--- src/rtl/mdir_pkg.sv ---
// ----------------------------------------------------------------------------
// mdir_pkg - shared constants and types for the index remapper
// Register indexes, flat offset width and divider cell sizing.
// ----------------------------------------------------------------------------
package mdir_pkg;

   // flat row-major offset width; offset arithmetic wraps at this width
   localparam int FLAT_BITS = 64;
   // quotient bits resolved by one divider cell
   localparam int DIV_STEP = 4;
   // packed corner register width
   localparam int CORNER_BITS = 64;
   localparam int CSR_ADDR_BITS = 3;
   localparam int RANK_BITS = 3;

   localparam int MAX_RANK_DEF = 4;
   localparam int COORD_BITS_DEF = 16;

   typedef enum logic [CSR_ADDR_BITS-1:0] {
      CSR_SRC_LOW  = 3'd0,
      CSR_SRC_HIGH = 3'd1,
      CSR_TGT_LOW  = 3'd2,
      CSR_TGT_HIGH = 3'd3,
      CSR_SRC_RANK = 3'd4,
      CSR_TGT_RANK = 3'd5
   } csr_reg_type;

endpackage

--- src/rtl/mdir_src_cell.sv ---
// ----------------------------------------------------------------------------
// mdir_src_cell - one source dimension of the flat offset chain
// Clamps its coordinate into the source box and folds it into the offset.
// ----------------------------------------------------------------------------
module mdir_src_cell
   import mdir_pkg::*;
#(
   parameter int MAX_RANK = MAX_RANK_DEF,
   parameter int COORD_BITS = COORD_BITS_DEF,
   parameter int DIM = 0
) (
   input  logic                           clock,
   input  logic                           reset,
   input  logic                           adv,
   input  logic                           dim_used,
   input  logic [COORD_BITS-1:0]          lo,
   input  logic [COORD_BITS-1:0]          hi,
   input  logic                           vld_in,
   input  logic [MAX_RANK*COORD_BITS-1:0] coords_in,
   input  logic [FLAT_BITS-1:0]           flat_in,
   input  logic                           clamp_in,
   output logic                           vld_out,
   output logic [MAX_RANK*COORD_BITS-1:0] coords_out,
   output logic [FLAT_BITS-1:0]           flat_out,
   output logic                           clamp_out
);

   logic                           vld_ff, vld_in_d;
   logic [MAX_RANK*COORD_BITS-1:0] coords_ff;
   logic [FLAT_BITS-1:0]           flat_ff, flat_nx_in;
   logic                           clamp_ff, clamp_nx_in;
   logic [COORD_BITS-1:0]          hi_eff, crd, crd_c;
   logic [COORD_BITS:0]            ext;
   logic                           out_lo, out_hi;

   assign vld_in_d = vld_in;

   // clamp the coordinate and fold it into the offset
   always_comb begin
      hi_eff = (hi < lo) ? lo : hi;
      crd    = coords_in[DIM*COORD_BITS +: COORD_BITS];
      out_lo = crd < lo;
      out_hi = crd > hi_eff;
      crd_c  = out_lo ? lo : (out_hi ? hi_eff : crd);
      ext    = {1'b0, hi_eff} - {1'b0, lo} + {{COORD_BITS{1'b0}}, 1'b1};
      if (dim_used) begin
         flat_nx_in  = flat_in * FLAT_BITS'(ext) + FLAT_BITS'(crd_c - lo);
         clamp_nx_in = clamp_in | out_lo | out_hi;
      end else begin
         flat_nx_in  = flat_in;
         clamp_nx_in = clamp_in;
      end
   end

   always_ff @(posedge clock) begin
      if (reset) begin
         vld_ff <= 1'b0;
      end else if (adv) begin
         vld_ff <= vld_in_d;
      end
   end

   always_ff @(posedge clock) begin
      if (adv) begin
         coords_ff <= coords_in;
         flat_ff   <= flat_nx_in;
         clamp_ff  <= clamp_nx_in;
      end
   end

   assign vld_out    = vld_ff;
   assign coords_out = coords_ff;
   assign flat_out   = flat_ff;
   assign clamp_out  = clamp_ff;

endmodule

--- config.mk ---
export PLATFORM = sky130hd
export DESIGN_NAME = mdir_src_cell
export DESIGN_NICKNAME = d
export VERILOG_FILES = /design/src/rtl/mdir_pkg.sv /design/src/rtl/mdir_src_cell.sv
export SDC_FILE = /design/constraint.sdc
export NUM_CORES = 2
export LEC_CHECK = 0
export BUFFER_PORTS_ARGS = -buffer_cell sky130_fd_sc_hd__buf_2
export CAP_MARGIN = 10
export CORE_ASPECT_RATIO = 2
export CORE_MARGIN = 3
export CORE_UTILIZATION = 55
export CTS_CLUSTER_SIZE = 10
export DETAILED_ROUTE_END_ITERATION = 16
export HOLD_SLACK_MARGIN = 0.02
export PLACE_DENSITY = 0.73
export SLEW_MARGIN = 5
export SYNTH_ARGS = -nofsm -noshare
export SYNTH_HDL_FRONTEND = slang
export SYNTH_SLANG_ARGS = --single-unit
--- constraint.sdc ---
create_clock -name clock -period 30.8 [get_ports clock]
set_input_delay 6.16 -clock clock [delete_from_list [all_inputs] [get_ports clock]]
set_output_delay 6.16 -clock clock [all_outputs]
set_load 0.05 [all_outputs]
-- Word-level counts from Yosys, hierarchy flattened
Index checks and enable logic that the tools add are counted.
- register bits after elaboration: 130
- input port bits: 166
- $add $sub $neg: 4
- $mul: 1
- magnitude comparators: 3
- multiplexer cells: 5
- bitwise logic cells: 2
- operator list (kind ; number):
    64-bit adder ; 1
    64-bit by 17-bit multiplier with 64-bit output ; 1
    64-bit 2-to-1 mux ; 1
    16-bit 2-to-1 mux ; 3
    16-bit by 16-bit subtractor with 17-bit output ; 2
    16-bit < comparator ; 2
    17-bit by 1-bit adder with 17-bit output, second input constant ; 1
    16-bit greater-than comparator ; 1
    1-bit OR ; 2
    1-bit 2-to-1 mux ; 1

-- Longest topological paths before layout
- word-level depth: 8
- mapped depth: 64
- gate-level depth less buffers: 61

-- Worst setup path after synthesis
No wires, ideal clock.
- path type: input to register
- start point: input port lo[1]
- end point: register flat_ff[63], in the netlist flat_out[63], data pin
- data arrival time: 22.929 ns
- setup slack: 7.612 ns
- stages on the path: 53
- buffers on the path: 2
- cells stage by stage: inv_1 > ha_1 > a21o_1 > a21o_1 > a21o_1 > a21o_1 > a21oi_1 > o21ai_0 > a221o_1 > a41oi_1 > a21o_1 > clkbuf_1 > a21o_1 > inv_1 > ha_1 > nand4_1 > or2_2 > o41ai_1 > [17 not listed] > fa_1 > fa_1 > inv_1 > fa_1 > inv_1 > ha_1 > buf_2 > a211o_1 > a21oi_1 > nand2_1 > a2111oi_0 > o21ai_1 > a31oi_1 > o211a_1 > o41ai_2 > xor2_1 > a211o_1 > a211o_1
- cells in the longest elaborated chain, start to end: 8
- RTL lines (element ; RTL line ; RTL):
    start: declaration ; mdir_src_cell.sv:16 ; input logic [COORD_BITS-1:0] lo,
    parallel branches: the longest is 6 deep, another holds 64-bit by 17-bit multiplier with 64-bit output ; n/a ;
    64-bit adder * ; mdir_src_cell.sv:47 ; flat_nx_in = flat_in * FLAT_BITS'(ext) + FLAT_BITS'(crd_c - lo);
    64-bit 2-to-1 mux * ; mdir_src_cell.sv:46 ; if (dim_used) begin
    via flat_nx_in[63] ; mdir_src_cell.sv:30 ; logic [FLAT_BITS-1:0] flat_ff, flat_nx_in;
    end signal: assignment ; mdir_src_cell.sv:66 ; flat_ff <= flat_nx_in;
    end: declaration ; mdir_src_cell.sv:30 ;
Mark *: on every way through the listed nets, which the timed path passes.
A chain may end at the register's enable or synchronous reset.

-- Worst setup path in the final report
Same ends and word-level chain as after synthesis.

==> key figures <==
Critical path
  • Crit path required time: 31.04 ns
  • Critical path startpoint: lo[1]
  • Startpoint type of the worst setup path: input pin
  • Crit-path max cell delay: 0.80 ns
  • FF-to-FF path depth: 2
  • Slowest CP cell: a21o_1
  • Crit path arrival time: approximately 21 ns
  • Critical path fanouts, max: 31
  • Crit. End Element: flop
  • RR Startpoint: vld_out$_SDFFE_PP0P_
  • Crit path top cell by count: o21ai_0
  • Critical path class: in -> reg

Finish
  • Commonest non-fill, non-tap cell in the layout: inv_1
  • # nets final: about 5600
  • Layout Area Growth over Synthesis: 7.284%
  • Layout cells sized above 1: 0.1017
  • Commonest non-fill, non-tap cells in the layout: inv_1, fa_1, nand2_1, buf_2, and2_1
  • Fin area: between 40000 and 50000 um2

GRT
  • Gr ovfl total: 0
  • Global-route wire length before repair: 181400 um
  • Vias in the first global route: 33170
  • Initial antenna violation count: 3
  • Overall routing resource usage: 0.3335
  • Largest net degree at the start of global routing: 74

Run
  • Number of max-cap violations: 0

Min path
  • Min-delay src: vld_out$_SDFFE_PP0P_
  • Min-Delay Path Depth: 2
  • Min-Delay Path Class: reg -> reg

Routing
  • Routed via count: 30040
  • Initial drt markers: roughly 1900
  • Routed vias/inst: 5.683
  • Routed wire length per instance: ~22 um
  • # DRC: 0
  • First-pass DRT Iterations: 7
  • Post-route ant nets: 0
  • Final wirelength: 116400 um

Placed design
  • Pre-CTS setup slack: 9.378 ns
  • DP Area: 40360 um2
  • Port Buffers: about 300
  • GP Congestion: 0.9854
  • Hpwl dp: 91620 um

Floorplan
  • Core area: between 60000 and 70000 um2
  • Initial Util: 0.5549
  • Num ports: 296
  • Die width: 192.2 um
  • Die height: 378.5 um
  • Die Footprint: 72750 um2
  • Site Rows: approximately 140

Synthesis
  • Synth warn: 0
  • Register area share after synthesis: 0.1021
  • Mapped Cells: 4239
  • Avg Inst Size Synth: 9.000 um2
  • Top cell type's share of synthesized area: 0.4529
  • Cell Area, Synth: around 38000 um2
  • Mapped Nets: 5461
  • Top FF cell, synth: edfxtp_1
  • Synth cell types: 72
  • EDFF count, synth: 129
  • Number of synthesized register bits: 130
  • Post-synth top area cell: fa_1
  • Top post-synthesis cells by area: fa_1, inv_1, edfxtp_1, nand2_1, ha_1
  • Synth async-reset ratio: 0

Timing
  • Max transition margin: 0.2991
  • Minimum clock period: 21.13 ns
  • Fin Setup TNS: 0 ns
  • Final worst-path cycle share: 0.6860
  • Max Clock Freq: 0.04733 GHz
  • Slew Viols, Final: 0
  • Setup Viol. Count Final: 0
  • Transition time at the pin with the least slew margin: around 1.1 ns
  • RSZ-0062 raised after global routing: no
  • Hold Slack: 0.4925 ns
  • Setup WS post-layout: 9.672 ns
  • Clock Skews: 0 ns
  • Fin. Hold Viols: 0

Clocking
  • Clk slew on worst S/H paths: 0.08 ns
  • # clock sinks: 130
  • Clk buf depth: 2
  • CTS buffer count: 17
  • Hold Buf Count CTS: 0
  • CTS tree: built
  • H-Tree Depth: 4
  • Clock insertion delay at the later pin of the skew report: 0.46 ns
  • Setup Buffers After CTS: 0
  • Root buf cell: clkbuf_16
  • PostCTS Resize Cnt: 0

Outcome
  • Outcome: completed
worst max-delay path: cells and delay by family:
family | cells | cell delay, ns
AOI/OAI and AO/OA | 36 | 8.49
buffers and inverters | 8 | 1.28
and+or+nand+nor | 7 | 1.49
xor gates and xnor gates | 1 | 0.32
adders and majority gates | 9 | 3.59
routing by layer:
layer  vias up  wire (um)  GRT usage
li1      12770          -          -
met1     15250      35350     0.3337
met2      1423      62140     0.6102
met3       590       7182    0.04363
met4         2      11740     0.2617
met5         -         14          0
Yosys cell counts, types with 6 or more instances:
cell type / n
nor2_1: 47
edfxtp_1: 129
or3_1: 7
o21bai_1: 13
nand2_1: 719
fa_1: 863
a211oi_1: 39
o22ai_1: 17
ha_1: 193
o21a_1: 17
nor2b_1: 23
o211ai_1: 6
nand2b_1: 63
xnor2_1: 57
mux2_2: 49
nor3_1: 15
a21o_1: 74
o21ai_1: 10
clkbuf_1: 183
xor2_1: 31
a31oi_1: 7
inv_1: 1108
and3_1: 10
nand3_1: 42
o21ai_0: 59
nand4_1: 14
and2_1: 230
buf_1: 29
a21oi_1: 97
through the flow:
| step | std cells | utilization |
|---|---|---|
| finish | 5285 | 0.5954 |
| global route | 5283 | 0.5953 |
| CTS | 5283 | 0.5953 |
| detailed placement | 5251 | 0.5871 |
| global placement | 5251 | 0.5871 |
| floorplan | 4239 | - |
registers in the layout, summed over array words and instances (netlist names):
register / cells
flat_out: 64
vld_out: 1
clamp_out: 1
coords_out: 64
logic make-up after synthesis:
group	synth area share
muxes	0.01525
AOI/OAI and AO/OA	0.06760
xor gates and xnor gates	0.02394
adders and majority gates	0.5162
DFF	0.1021
buffers and inverters	0.1305
and+or+nand+nor	0.1445
layout make-up:
| class | count | area (um2) |
|---|---|---|
| multi-input combinational | 2784 | 29420 |
| fill | 6065 | 27820 |
| inverter | 1109 | 4163 |
| sequential | 130 | 3894 |
| timing repair buffer | 331 | 1755 |
| tap | 897 | 1122 |
| clock buffer | 17 | 425.4 |
| clock inverter | 15 | 140.1 |
| antenna | 2 | 5.005 |
worst paths after layout:
check | to | slack (ns)
hold reg to reg | vld_out$_SDFFE_PP0P_ | 0.49
hold / removal | vld_out$_SDFFE_PP0P_ | 0.49
setup / recovery | flat_out[63]$_DFFE_PP_ | 9.67
setup reg to reg | vld_out$_SDFFE_PP0P_ | 30.23
Power is not shown: default switching activity piles up to over one toggle a cycle in this logic, so the estimate is an artifact.
