$ cat src/rtl/mdir_pkg.sv
// ----------------------------------------------------------------------------
// mdir_pkg - shared constants and types for the index remapper
// Register indexes, flat offset width and divider cell sizing.
// ----------------------------------------------------------------------------
package mdir_pkg;

   // flat row-major offset width; offset arithmetic wraps at this width
   localparam int FLAT_BITS = 64;
   // quotient bits resolved by one divider cell
   localparam int DIV_STEP = 4;
   // packed corner register width
   localparam int CORNER_BITS = 64;
   localparam int CSR_ADDR_BITS = 3;
   localparam int RANK_BITS = 3;

   localparam int MAX_RANK_DEF = 4;
   localparam int COORD_BITS_DEF = 16;

   typedef enum logic [CSR_ADDR_BITS-1:0] {
      CSR_SRC_LOW  = 3'd0,
      CSR_SRC_HIGH = 3'd1,
      CSR_TGT_LOW  = 3'd2,
      CSR_TGT_HIGH = 3'd3,
      CSR_SRC_RANK = 3'd4,
      CSR_TGT_RANK = 3'd5
   } csr_reg_type;

endpackage

$ cat src/rtl/mdir_div_cell.sv
// ----------------------------------------------------------------------------
// mdir_div_cell - DIV_STEP restoring division steps of one destination extent
// Shifts quotient bits into the dividend word and keeps the partial remainder.
// ----------------------------------------------------------------------------
module mdir_div_cell
   import mdir_pkg::*;
#(
   parameter int MAX_RANK = MAX_RANK_DEF,
   parameter int COORD_BITS = COORD_BITS_DEF
) (
   input  logic                           clock,
   input  logic                           reset,
   input  logic                           adv,
   input  logic [COORD_BITS:0]            divisor,
   input  logic                           vld_in,
   input  logic [FLAT_BITS-1:0]           dvd_in,
   input  logic [COORD_BITS:0]            rem_in,
   input  logic [MAX_RANK*COORD_BITS-1:0] outs_in,
   input  logic                           clamp_in,
   output logic                           vld_out,
   output logic [FLAT_BITS-1:0]           dvd_out,
   output logic [COORD_BITS:0]            rem_out,
   output logic [MAX_RANK*COORD_BITS-1:0] outs_out,
   output logic                           clamp_out
);

   logic                           vld_ff;
   logic [FLAT_BITS-1:0]           dvd_ff, dvd_nx_in;
   logic [COORD_BITS:0]            rem_ff, rem_nx_in;
   logic [MAX_RANK*COORD_BITS-1:0] outs_ff;
   logic                           clamp_ff;

   // restoring steps: bring in one dividend bit, subtract when it fits
   always_comb begin
      logic [COORD_BITS+1:0] r2;
      dvd_nx_in = dvd_in;
      rem_nx_in = rem_in;
      for (int s = 0; s < DIV_STEP; s++) begin
         r2 = {rem_nx_in, dvd_nx_in[FLAT_BITS-1]};
         if (r2 >= {1'b0, divisor}) begin
            r2 = r2 - {1'b0, divisor};
            dvd_nx_in = {dvd_nx_in[FLAT_BITS-2:0], 1'b1};
         end else begin
            dvd_nx_in = {dvd_nx_in[FLAT_BITS-2:0], 1'b0};
         end
         rem_nx_in = r2[COORD_BITS:0];
      end
   end

   always_ff @(posedge clock) begin
      if (reset) begin
         vld_ff <= 1'b0;
      end else if (adv) begin
         vld_ff <= vld_in;
      end
   end

   always_ff @(posedge clock) begin
      if (adv) begin
         dvd_ff   <= dvd_nx_in;
         rem_ff   <= rem_nx_in;
         outs_ff  <= outs_in;
         clamp_ff <= clamp_in;
      end
   end

   assign vld_out   = vld_ff;
   assign dvd_out   = dvd_ff;
   assign rem_out   = rem_ff;
   assign outs_out  = outs_ff;
   assign clamp_out = clamp_ff;

endmodule

$ cat config.mk
export PLATFORM = sky130hd
export DESIGN_NAME = mdir_div_cell
export DESIGN_NICKNAME = d
export VERILOG_FILES = /design/src/rtl/mdir_pkg.sv /design/src/rtl/mdir_div_cell.sv
export SDC_FILE = /design/constraint.sdc
export NUM_CORES = 1
export LEC_CHECK = 0
export ABC_AREA = 0
export BUFFER_PORTS_ARGS = -buffer_cell sky130_fd_sc_hd__buf_4
export CORE_AREA = 2 2 160 162
export CTS_BUF_LIST = sky130_fd_sc_hd__clkbuf_8
export DETAILED_ROUTE_END_ITERATION = 10
export DIE_AREA = 0 0 162 164
export PLACE_DENSITY_LB_ADDON = 0.1
export RECOVER_POWER = 50
export SLEW_MARGIN = 15
export SYNTH_ARGS = -nofsm -noshare
export SYNTH_HDL_FRONTEND = slang
export SYNTH_SLANG_ARGS = --single-unit
$ cat constraint.sdc
create_clock -name clock -period 34.8 [get_ports clock]
set_input_delay 6.96 -clock clock [delete_from_list [all_inputs] [get_ports clock]]
set_output_delay 6.96 -clock clock [all_outputs]
set_load 0.01 [all_outputs]
# After elaboration in Yosys (flattened, before gate mapping)
# Cells that the tools add are included.
# Widths: inputs -> output; s select.
# op_classes
addsub	4
magnitude_cmp	4
mux	8
# op_table
op	count
$ge 18x17->1	4
$mux 17	4
$sub 17x17->17	4
$mux 1	4
# word_totals
regBits	147
inputBits	167
out_inout_bits	147
wordCells	21

# Logic depth before layout (Yosys ltp)
# logic_depth
word_depth	8
mapped_depth	48

# Worst setup path after synthesis
# OpenSTA, ideal clock, no wires.
# synth_timing
path_kind	input to register
startpoint	input dvd_in[63]
endpoint	register rem_ff[10] (netlist: rem_out[10]) (data pin)
setup_ps	260
t_arrival_ps	16474
required_ps	34540
slack_ps	18065
path_stages	47
n_path_buf	8
path_cell_list	inv_1 -> ha_1 -> inv_1 -> fa_1 -> a211oi_2 -> o21ai_0 -> a21o_1 -> a211o_1 -> buf_2 -> buf_1 -> mux2_2 -> ha_1 -> nor2b_1 -> o31a_1 -> o31ai_1 -> nand2_1 -> o2111ai_1 -> o211a_1 -> [... 11 more ...] -> a31o_2 -> a21oi_1 -> nand3_1 -> buf_2 -> mux2i_1 -> fa_1 -> a21o_1 -> a21oi_1 -> o21bai_1 -> a2111oi_0 -> o21ai_0 -> a31oi_1 -> o31ai_1 -> a311o_1 -> o41a_1 -> buf_6 -> buf_12 -> mux2_4
# synth_between
elab_chain_len	8
word_cells_on_any_way	12
# synth_lines
item	line	rtl
from (decl)	mdir_div_cell.sv:16	input logic [FLAT_BITS-1:0] dvd_in,
$sub 17x17->17 / $ge 18x17->1 (equally long branches)	mdir_div_cell.sv:41, mdir_div_cell.sv:40	
$mux 17 *	mdir_div_cell.sv:40	if (r2 >= {1'b0, divisor}) begin
$sub 17x17->17 / $ge 18x17->1 (equally long branches)	mdir_div_cell.sv:41, mdir_div_cell.sv:40	
$mux 17 *	mdir_div_cell.sv:40	
$sub 17x17->17 / $ge 18x17->1 (equally long branches)	mdir_div_cell.sv:41, mdir_div_cell.sv:40	
$mux 17 *	mdir_div_cell.sv:40	
$sub 17x17->17 / $ge 18x17->1 (equally long branches)	mdir_div_cell.sv:41, mdir_div_cell.sv:40	
$mux 17 *	mdir_div_cell.sv:40	
named net rem_nx_in[10]	mdir_div_cell.sv:29	logic [COORD_BITS:0] rem_ff, rem_nx_in;
to (signal assigned)	mdir_div_cell.sv:61	rem_ff <= rem_nx_in;
to (decl)	mdir_div_cell.sv:29	
# Mark *: on every way through the listed nets, which the timed path passes. The rest lies on a longest branch.
# A chain may end at the register's enable or synchronous reset.

# Final worst setup path
# layout_timing
startpoint	input dvd_in[63]
endpoint	register rem_ff[8] (netlist: rem_out[8]) (data pin)
# The elaborated chain is that of the path after synthesis.

==> impl_metrics.tcl <==
set metrics [dict create \
    kind_of_end_point_of_the_critical_path "flop" \
    crit_type "input port to flop" \
    period_minus_slack_ns 18.08 \
    remaining_drc_errors 0 \
    insertion_delay_ns 0.44 \
    rsz0062_at_grt "no" \
    finalSetupTns_ns 0 \
    post_drt_wl_per_cell_um 18.64 \
    floorplan.core_area_um2 24820 \
    violations_in_the_final_reports "capacitance limit, slew limit" \
    nets 1269 \
    worst-path-max-fanout 28 \
    worst_ep_required_time_ns 34.98 \
    share_of_final_layout_standard_cells_stronger_than_drive_strength_1_pct 37.68 \
    pwr_density_cell_nw_per_um2 83.01 \
    die_area_um2 26570 \
    cts.repair.resized 0 \
    worstMarginPinSlew_ns 4.633 \
    crit_arrival_ns 18.26 \
    fin_total_pwr_w 0.0009671 \
    gp_congestion 0.8974 \
    achievable-frequency_mhz 55.32 \
    final-setup-viol-count 0 \
    detail_route.vias_per_cell 4.921 \
    detailedPlace.worstSlack_ns 16.42 \
    asyncSetResetFlopFracSynth_pct 0 \
    critPathLaunchType "input port" \
    clk_path_buf_depth 2 \
    grt_antenna_before_repair 0 \
    hpwl_reported_at_the_end_of_detailed_placement_mm 21.16 \
    dr.pass1.iters 4 \
    antenna_cells 0 \
    floorplan.die.height_um 164 \
    grt_pass1_vias 6320 \
    drt-total-wl_mm 25.59 \
    grt_util_all_layers_pct 18.60 \
    layout_area_overhead_pct 36.60 \
    mappedNetlistNets 944 \
    post-route-period-util_pct 51.95 \
    core.rowCount 58 \
    slew-limit-headroom_pct -208.9 \
    port_buffers 313 \
    post_cts_hold_buffer_count 0 \
    number_of_top_level_pins 314 \
    wire_length_of_the_first_global_routing_pass_mm 37.25 \
    number_of_flops_mapped_to_enable_cells_by_yosys 146 \
    status "finished, violations left" \
    cts.clk_slew.worst_paths_ns 0.10 \
    mostFrequentLayoutCell "sky130_fd_sc_hd__buf_4" \
    ctsHtreeMaxLevel 4 \
    critical_path.max_stage_delay_ns 0.78 \
    fin_skew_ns 0 \
    globalRoute.totalOverflow 0 \
    post_synth_instance_area_um2 8528 \
    clock_sink_count 147 \
    synth_seq_cells 147 \
    cts_root_buffer "sky130_fd_sc_hd__clkbuf_8" \
    dr_total_vias 6757 \
    final-hold-violation-count 0 \
    synth_flop_cell "sky130_fd_sc_hd__edfxtp_1" \
    grt_max_degree 90 \
    postSynthAreaPerCell_um2 12.10 \
    cap_violations 1 \
    sequential_cell_area_fraction_in_the_yosys_report_pct 51.64 \
    fillers 2350 \
    layout_common_cells "sky130_fd_sc_hd__buf_4, sky130_fd_sc_hd__edfxtp_1, sky130_fd_sc_hd__clkbuf_4" \
    synth_cell_type_count 59 \
    power_leakage_nw 5.047 \
    number_of_max_slew_violations_in_the_final_report 90 \
    syn_inst 705 \
    min_path_type "flop to flop" \
    tritoncts.num_buffers 17 \
    tritoncts "done" \
    cts_setup_buffers 0 \
    rrSetupSlack_ns 34.18 \
    yosys_warnings 0 \
    post-route-worst-setup-slack_ns 16.72 \
    drt.antenna.violating_nets 0 \
    die_width_um 162 \
    ir_drop_mv 0.04230 \
    initialDrtViolationCount 337 \
    timing.critical_path.slowest_stage_cell "sky130_fd_sc_hd__a2111oi_0" \
    initial_utilization_pct 34.36 \
]
-- power by group --
part	switching [W]	total, W	internal [W]
Clock	0.0000733	0.000148	0.0000748
Sequential	0.00000670	0.000248	0.000241
Combinational	0.000281	0.000571	0.000290
-- path summary, 6_finish.rpt --
| kind | from | end | cells after the start |
|---|---|---|---|
| worst max register to register | vld_out$_SDFFE_PP0P_ | vld_out$_SDFFE_PP0P_ | 2 |
| worst max-delay path | dvd_in[63] | rem_out[8]$_DFFE_PP_ | 41 |
| worst min-delay path | vld_out$_SDFFE_PP0P_ | vld_out$_SDFFE_PP0P_ | 2 |
| worst min register to register | vld_out$_SDFFE_PP0P_ | vld_out$_SDFFE_PP0P_ | 2 |
-- flip-flops by register name, indices dropped and copies added (netlist names) --
signal     cells
dvd_out       64
outs_out      64
rem_out       17
clamp_out      1
vld_out        1
-- Yosys cell counts, drive strengths merged (3+ instances only) --
| cell type | number | area (um2) |
|---|---|---|
| o21a | 9 | 67.56 |
| a2111oi | 4 | 35.03 |
| nand2b | 10 | 62.56 |
| o31ai | 3 | 22.52 |
| nand4 | 10 | 62.56 |
| a311o | 3 | 30.03 |
| nor2b | 11 | 68.82 |
| nor3b | 3 | 22.52 |
| buf | 9 | 73.82 |
| mux2i | 7 | 70.07 |
| a21o | 19 | 142.6 |
| inv | 44 | 165.2 |
| nor3 | 15 | 75.07 |
| edfxtp | 146 | 4384 |
| nand3b | 3 | 22.52 |
| or3 | 5 | 31.28 |
| o21ai | 41 | 205.2 |
| ha | 68 | 850.8 |
| mux2 | 44 | 525.5 |
| nand3 | 18 | 90.09 |
| and3 | 3 | 18.77 |
| o41ai | 4 | 35.03 |
| a211oi | 3 | 27.52 |
| nand2 | 28 | 105.1 |
| and2 | 4 | 27.53 |
| fa | 4 | 80.08 |
| a211o | 3 | 26.28 |
| a21oi | 58 | 290.3 |
| a31oi | 6 | 37.54 |
| and4 | 3 | 28.78 |
| or2 | 4 | 25.02 |
| o31a | 6 | 52.55 |
| xor2 | 14 | 122.6 |
| o21bai | 5 | 37.54 |
| xnor2 | 34 | 297.8 |
| nor2 | 36 | 135.1 |
-- through the flow --
stage               area, um2  hold slack, ns  std cells  util, %
floorplan                8528          0.5279        705        -
global placement        11240          0.4846       1341    45.27
detailed placement      11240          0.5458       1341    45.27
CTS                     11680          0.5598       1373    47.08
global route            11650          0.6079       1373    46.94
finish                  11650          0.5495       1373    46.94
-- layout make-up --
class / count / area, um2 / area share, %
flip-flops and latches: 147 / 4404 / 37.80
clock inverters: 15 / 214.0 / 1.837
multi-input cells: 504 / 3876 / 33.27
well taps: 330 / 412.9 / 3.544
repair buffers: 315 / 2335 / 20.04
clock buffers: 17 / 234.0 / 2.008
inverters: 45 / 173.9 / 1.493
-- cells by family (layout without fill, tap and decap cells) --
family	Yosys count	after routing	share of synthesized area [%]
and+or+nand+nor	156	156	9.360
buffers and inverters	54	392	2.905
AOI/OAI and AO/OA	177	177	13.26
muxes	51	51	6.984
xor gates and xnor gates	48	48	4.930
adders and majority gates	72	72	10.92
DFF	147	147	51.64
-- worst max-delay path: cells and delay by family --
kind | cells | cell delay (ns)
AO/OA/AOI/OAI | 23 | 6.20
multiplexers | 4 | 1.37
AND/OR/NAND/NOR | 5 | 1.50
buffers and inverters | 4 | 0.43
adder cells (fa/ha/maj) | 5 | 1.74
-- metal layers --
layer	part of all wire, %	track usage [%]	up-vias
li1	-	-	3344
met1	42	22.69	3186
met2	51	33.38	213
met3	6.0	4.116	14
met4	1.1	4.626	0
met5	0	0	-
(Power assumes the default switching activity.)
